`config.mk`:
```
export PLATFORM = sky130hd
export DESIGN_NAME = bds_raster_pos
export DESIGN_NICKNAME = d
export VERILOG_FILES = /design/src/design/assert_macros.svh /design/src/design/bds_pkg.sv /design/src/design/bds_raster_pos.sv
export SDC_FILE = /design/constraint.sdc
export NUM_CORES = 1
export LEC_CHECK = 0
export BUFFER_PORTS_ARGS = -buffer_cell sky130_fd_sc_hd__clkbuf_2
export CAP_MARGIN = 20
export CORE_MARGIN = 2
export CORE_UTILIZATION = 45
export DETAILED_ROUTE_END_ITERATION = 12
export GPL_TIMING_DRIVEN = 0
export PLACE_DENSITY = 0.65
export SYNTH_ARGS = -nofsm -noshare
export SYNTH_HDL_FRONTEND = slang
export SYNTH_SLANG_ARGS = --single-unit
```
`constraint.sdc`:
```
create_clock -name clk_i -period 2.85 [get_ports clk_i]
set_input_delay 0.1425 -clock clk_i [delete_from_list [all_inputs] [get_ports clk_i]]
set_output_delay 0.1425 -clock clk_i [all_outputs]
set_load 0.01 [all_outputs]
```
`src/design/assert_macros.svh`:
```
// ----------------------------------------------------------------------------
// assertion macros for the design files
// ----------------------------------------------------------------------------
`ifndef ASSERT_MACROS_SVH
`define ASSERT_MACROS_SVH

`ifndef SYNTH
// property checked on every rising clock edge outside reset
`define ASSERT_PROP(lbl, clk, rstn, prop, msg) \
  lbl: assert property (@(posedge clk) disable iff (!rstn) (prop)) else $error(msg);
// antecedent in one cycle, consequent in the next
`define ASSERT_NEXT(lbl, clk, rstn, ante, cons, msg) \
  lbl: assert property (@(posedge clk) disable iff (!rstn) (ante) |=> (cons)) else $error(msg);
`else
`define ASSERT_PROP(lbl, clk, rstn, prop, msg)
`define ASSERT_NEXT(lbl, clk, rstn, ante, cons, msg)
`endif

`endif

```
`src/design/bds_pkg.sv`:
```
// ----------------------------------------------------------------------------
// bds_pkg
// types and constants of the 2x2 box downsampler
// ----------------------------------------------------------------------------
package bds_pkg;

  localparam int MaxInWidth    = 2048;
  localparam int MaxComponents = 6;
  localparam int LineDepth     = ((MaxInWidth + 1) / 2) * MaxComponents;

  // fixed widths of the register and sample fields
  localparam int WidthW   = 12;
  localparam int HeightW  = 16;
  localparam int CompsW   = 3;
  localparam int CfgIdxW  = 2;
  localparam int CfgDataW = 16;
  localparam int SampleW  = 32;

  // derived widths
  localparam int ColW     = $clog2(MaxInWidth);
  localparam int CompIdxW = (MaxComponents > 1) ? $clog2(MaxComponents) : 1;
  localparam int LineAw   = $clog2(LineDepth);
  localparam int PairW    = SampleW + 1;
  localparam int SumW     = SampleW + 2;

  localparam int ResetWidth  = 512;
  localparam int ResetHeight = 512;
  localparam int ResetComps  = 2;

  typedef enum logic [CfgIdxW-1:0] {
    CfgInWidth    = 2'd0,
    CfgInHeight   = 2'd1,
    CfgComponents = 2'd2
  } cfg_reg_e;

  // effective (clamped) frame geometry
  typedef struct packed {
    logic [WidthW-1:0]  width;
    logic [HeightW-1:0] height;
    logic [CompsW-1:0]  comps;
  } cfg_t;

  // raster position of the next request
  typedef struct packed {
    logic [CompIdxW-1:0] comp;
    logic                odd_col;
    logic                last_col;
    logic                last_comp;
    logic                odd_row;
    logic                last_row;
    logic [LineAw-1:0]   line_idx;
  } pos_t;

endpackage

```
`src/design/bds_raster_pos.sv`:
```
// ----------------------------------------------------------------------------
// bds_raster_pos
// column, row, component and line store index counters
// ----------------------------------------------------------------------------
module bds_raster_pos (
  input  logic          clk_i,
  input  logic          rst_ni,
  input  bds_pkg::cfg_t cfg_i,
  input  logic          restart_i,
  input  logic          advance_i,
  output bds_pkg::pos_t pos_o
);
  import bds_pkg::*;

  logic [ColW-1:0]     col_q, col_d;
  logic [HeightW-1:0]  row_q, row_d;
  logic [CompIdxW-1:0] comp_q, comp_d;
  logic [LineAw-1:0]   idx_q, idx_d;

  logic last_col, last_row, last_comp, complete;

  assign last_col  = ({1'b0, col_q} + WidthW'(1)) == cfg_i.width;
  assign last_row  = ({1'b0, row_q} + (HeightW + 1)'(1)) == {1'b0, cfg_i.height};
  assign last_comp = ({1'b0, CompsW'(comp_q)} + (CompsW + 1)'(1)) == {1'b0, cfg_i.comps};
  // a pair is complete on an odd column or on a lone last even column
  assign complete  = col_q[0] | last_col;

  always_comb begin
    col_d  = col_q;
    row_d  = row_q;
    comp_d = comp_q;
    idx_d  = idx_q;
    if (restart_i) begin
      col_d  = '0;
      row_d  = '0;
      comp_d = '0;
      idx_d  = '0;
    end else if (advance_i) begin
      if (complete) begin
        idx_d = (last_col && last_comp) ? '0 : idx_q + LineAw'(1);
      end
      if (last_comp) begin
        comp_d = '0;
        if (last_col) begin
          col_d = '0;
          row_d = last_row ? '0 : row_q + HeightW'(1);
        end else begin
          col_d = col_q + ColW'(1);
        end
      end else begin
        comp_d = comp_q + CompIdxW'(1);
      end
    end
  end

  always_ff @(posedge clk_i or negedge rst_ni) begin
    if (!rst_ni) begin
      col_q  <= '0;
      row_q  <= '0;
      comp_q <= '0;
      idx_q  <= '0;
    end else begin
      col_q  <= col_d;
      row_q  <= row_d;
      comp_q <= comp_d;
      idx_q  <= idx_d;
    end
  end

  assign pos_o.comp      = comp_q;
  assign pos_o.odd_col   = col_q[0];
  assign pos_o.last_col  = last_col;
  assign pos_o.last_comp = last_comp;
  assign pos_o.odd_row   = row_q[0];
  assign pos_o.last_row  = last_row;
  assign pos_o.line_idx  = idx_q;

endmodule
```
==> metrics.md <==
| Metric | Value |
|---|---|
| Post-DP HPWL | `7.242 mm` |
| H-tree level count | `2` |
| Fraction of layout cells with a size suffix above 1 | `28.33%` |
| CTS tree | `yes` |
| Overflow left after global routing | `0` |
| Die Height | `approximately 95 µm` |
| Asr flop ratio synth | `100.0%` |
| Cell area after synthesis | `3722 µm²` |
| First-pass GRT wire length | `16.79 mm` |
| R2R cell count | `10` |
| Final Hold Viols | `0` |
| GRT Util Overall | `around a quarter` |
| MaxCap Viol Count | `0` |
| Largest area contributor in the netlist | `dfrtp_1` |
| Worst Hold Path Cells | `3` |
| Largest net degree at the start of global routing | `28` |
| Worst setup EP type | `register` |
| Fmax | `364.6 MHz` |
| Core area | `8134 µm²` |
| Leakage | `1.859 nW` |
| Slew @ Worst Pin | `625.2 ps` |
| Synth warnings | `0` |
| Skew final | `between 9 and 10 ps` |
| Yosys top cell area share | `28.91%` |
| Slew Limit Fails | `0` |
| Period utilization | `a little over nine tenths` |
| Die footprint | `9016 µm²` |
| Final ANT Viol Nets | `0` |
| Final net count | `564` |
| Reg2reg end | `row_q[4]` |
| Syn Nets | `around 480` |
| Residual DRC count | `0` |
| Final Wtd Congestion | `~0.86` |
| Mean post-synth cell area | `8.384 µm²` |
| Seq/Total Area, Yosys | `about 29%` |
| Place WS | `-230.3 ps` |
| Critical path required time | `approximately 3000 ps` |
| Number of flops mapped to enable cells by yosys | `0` |
| Initial antenna violation count | `0` |
| Area growth syn-to-layout | `23.13%` |
| Top cells by area, synth | `dfrtp_1 (29%), xnor2_1 (6.4%), xor2_1 (3.8%)` |
| Die Width | `94.95 µm` |
| Util after Layout | `between 50% and 60%` |
| Synth unique cells | `67` |
| Synth Flop Type | `dfrtp_1` |
| Vias in the first global route | `3502` |
| R2r startpoint | `col_q[0]` |
| Crit path DAT | `2920 ps` |
| Normalized max-slew margin | `between 50 and 60%` |
| P per Cell Area | `296.6 nW/µm²` |
| Synth Register Bits | `43` |
| Num ports | `56` |
| 1st-pass router iterations | `4` |
| Post-route setup slack | `107.1 ps` |
| Starting density of the core | `between 40 and 50%` |
| Port-buffer cells | `53` |
| Peak VDD IR | `0.2848 mV` |
| Worst-Skew Late Latency | `310 ps` |
| Crit-path max FO | `10` |
| Status | `finished, final reports clean` |
| Min-delay worst type | `input port to register` |
| Clock Path Buffers | `2` |
| CTS buffer count | `5` |
| # diodes | `0` |
| Row count | `33` |
| CTS Sinks | `between 40 and 50` |
| Post-synth top cells | `dfrtp_1 (43), nand2_1 (35), nor2_1 (30)` |
| Min cycle time layout | `around 2700 ps` |
| Via density | `5.827` |
| Root buffer cell | `clkbuf_8` |
| Clock slew at reported path FFs | `100 ps` |
| Final setup vio count | `0` |
| Drt wl/cell | `16.33 µm` |
| Post-Synthesis Cells | `444` |
| DRT iter0 DRCs | `140` |
| Critical path startpoint category | `register` |
| Count leader, synth | `dfrtp_1` |
| Critical path type | `register to register` |
| Routed via count | `3677` |
| Hold slack | `290.9 ps` |
| FF-to-FF setup slack | `between 100 and 150 ps` |
| Hold path startpoint | `advance_i` |
| WHS Endpoint | `comp_q[0]` |
| Drt total wl | `10.30 mm` |
==> report_power, final <==
part	switching [mW]	internal, mW	leakage (nW)
registers	0.00806	0.617	0.589
logic	0.132	0.0936	1.21
clock network	0.247	0.262	0.0581
total	0.387	0.972	1.86
==> logic make-up after synthesis <==
| logic type | synth area share, % |
|---|---|
| simple gates | 30.99 |
| flops | 28.91 |
| xor+xnor | 10.12 |
| fa+ha+maj | 1.345 |
| mux | 3.530 |
| compound gates | 17.78 |
| buf+inv | 7.328 |
==> worst max-delay path, cell delays in order, from the launching register on <==
cell	delay, ps
dfrtp_1	420
ha_2	300
xor2_1	160
a311oi_2	260
o2111ai_2	250
nor4_4	360
nand2_2	110
buf_6	180
buf_2	190
a22oi_1	220
o221ai_1	170
==> area by class of cell <==
cell class	instances	area, µm²
timing repair buffer	75	445.4
buffer	36	227.7
tap	105	131.4
clock inverter	3	43.79
clock buffer	5	68.82
sequential	43	1081
fill	753	3551
inverter	17	63.81
multi-input combinational	347	2521
==> layout by cell type, fill, tap and decap left out, types with 10 or more instances in the layout <==
cell type / Yosys / layout
mux2i_1: 12 / 12
o32ai_1: 10 / 10
nand2_1: 35 / 33
inv_1: 17 / 17
a21oi_1: 19 / 19
xnor2_1: 27 / 26
nand3_1: 27 / 25
xor2_1: 16 / 16
nor2_1: 30 / 29
dfrtp_1: 43 / 39
nor2b_1: 10 / 10
nand4_1: 10 / 10
or3_1: 13 / 12
clkbuf_2: 1 / 55
buf_4: 11 / 32
==> worst max path at each step <==
stage,startpoint,to,slack [ps],cells past startpoint
2_1_floorplan,col_q[1],row_q[14],270,9
3_3_place_gp,col_q[1],row_q[2],-230,9
3_5_place_dp,row_q[0],row_q[8],-230,8
4_1_cts,comp_q[0],row_q[14],20,9
5_1_grt,row_q[6],row_q[9],-20,9
6_report,col_q[0],row_q[4],110,10
==> routing by layer <==
metal  global-route usage [%]  vias up  wire length (µm)
li1                         -     1810                 -
met3                    2.953       12               437
met4                    6.401        0               106
met1                    31.49     1766              4664
met5                        0        -                 0
met2                    39.36       89              5094
==> flip-flops by register name (all words and copies together), names as in the netlist <==
name    count
idx_q      13
row_q      16
col_q      11
comp_q      3
==> per-stage QoR <==
step	area (µm²)	TNS [ps]	total power, mW	std cells
final	4583	0	1.360	631
after global routing	4583	-38.27	1.420	631
after CTS	4359	0	1.351	615
after detailed placement	4139	-5452	0.8448	603
after global placement	4119	-4556	0.8366	602
after floorplan	3722	0	0.7614	444
==> timing repair <==
item,CTS,global route
cloned,0,0
endpoints found under the hold margin,16,0
setup endpoints to repair,41,40
pin swaps,2,11
setup buffers,3,17
gates resized for setup,16,28
hold buffers,1,0
Power figures use the tool's default switching activity.
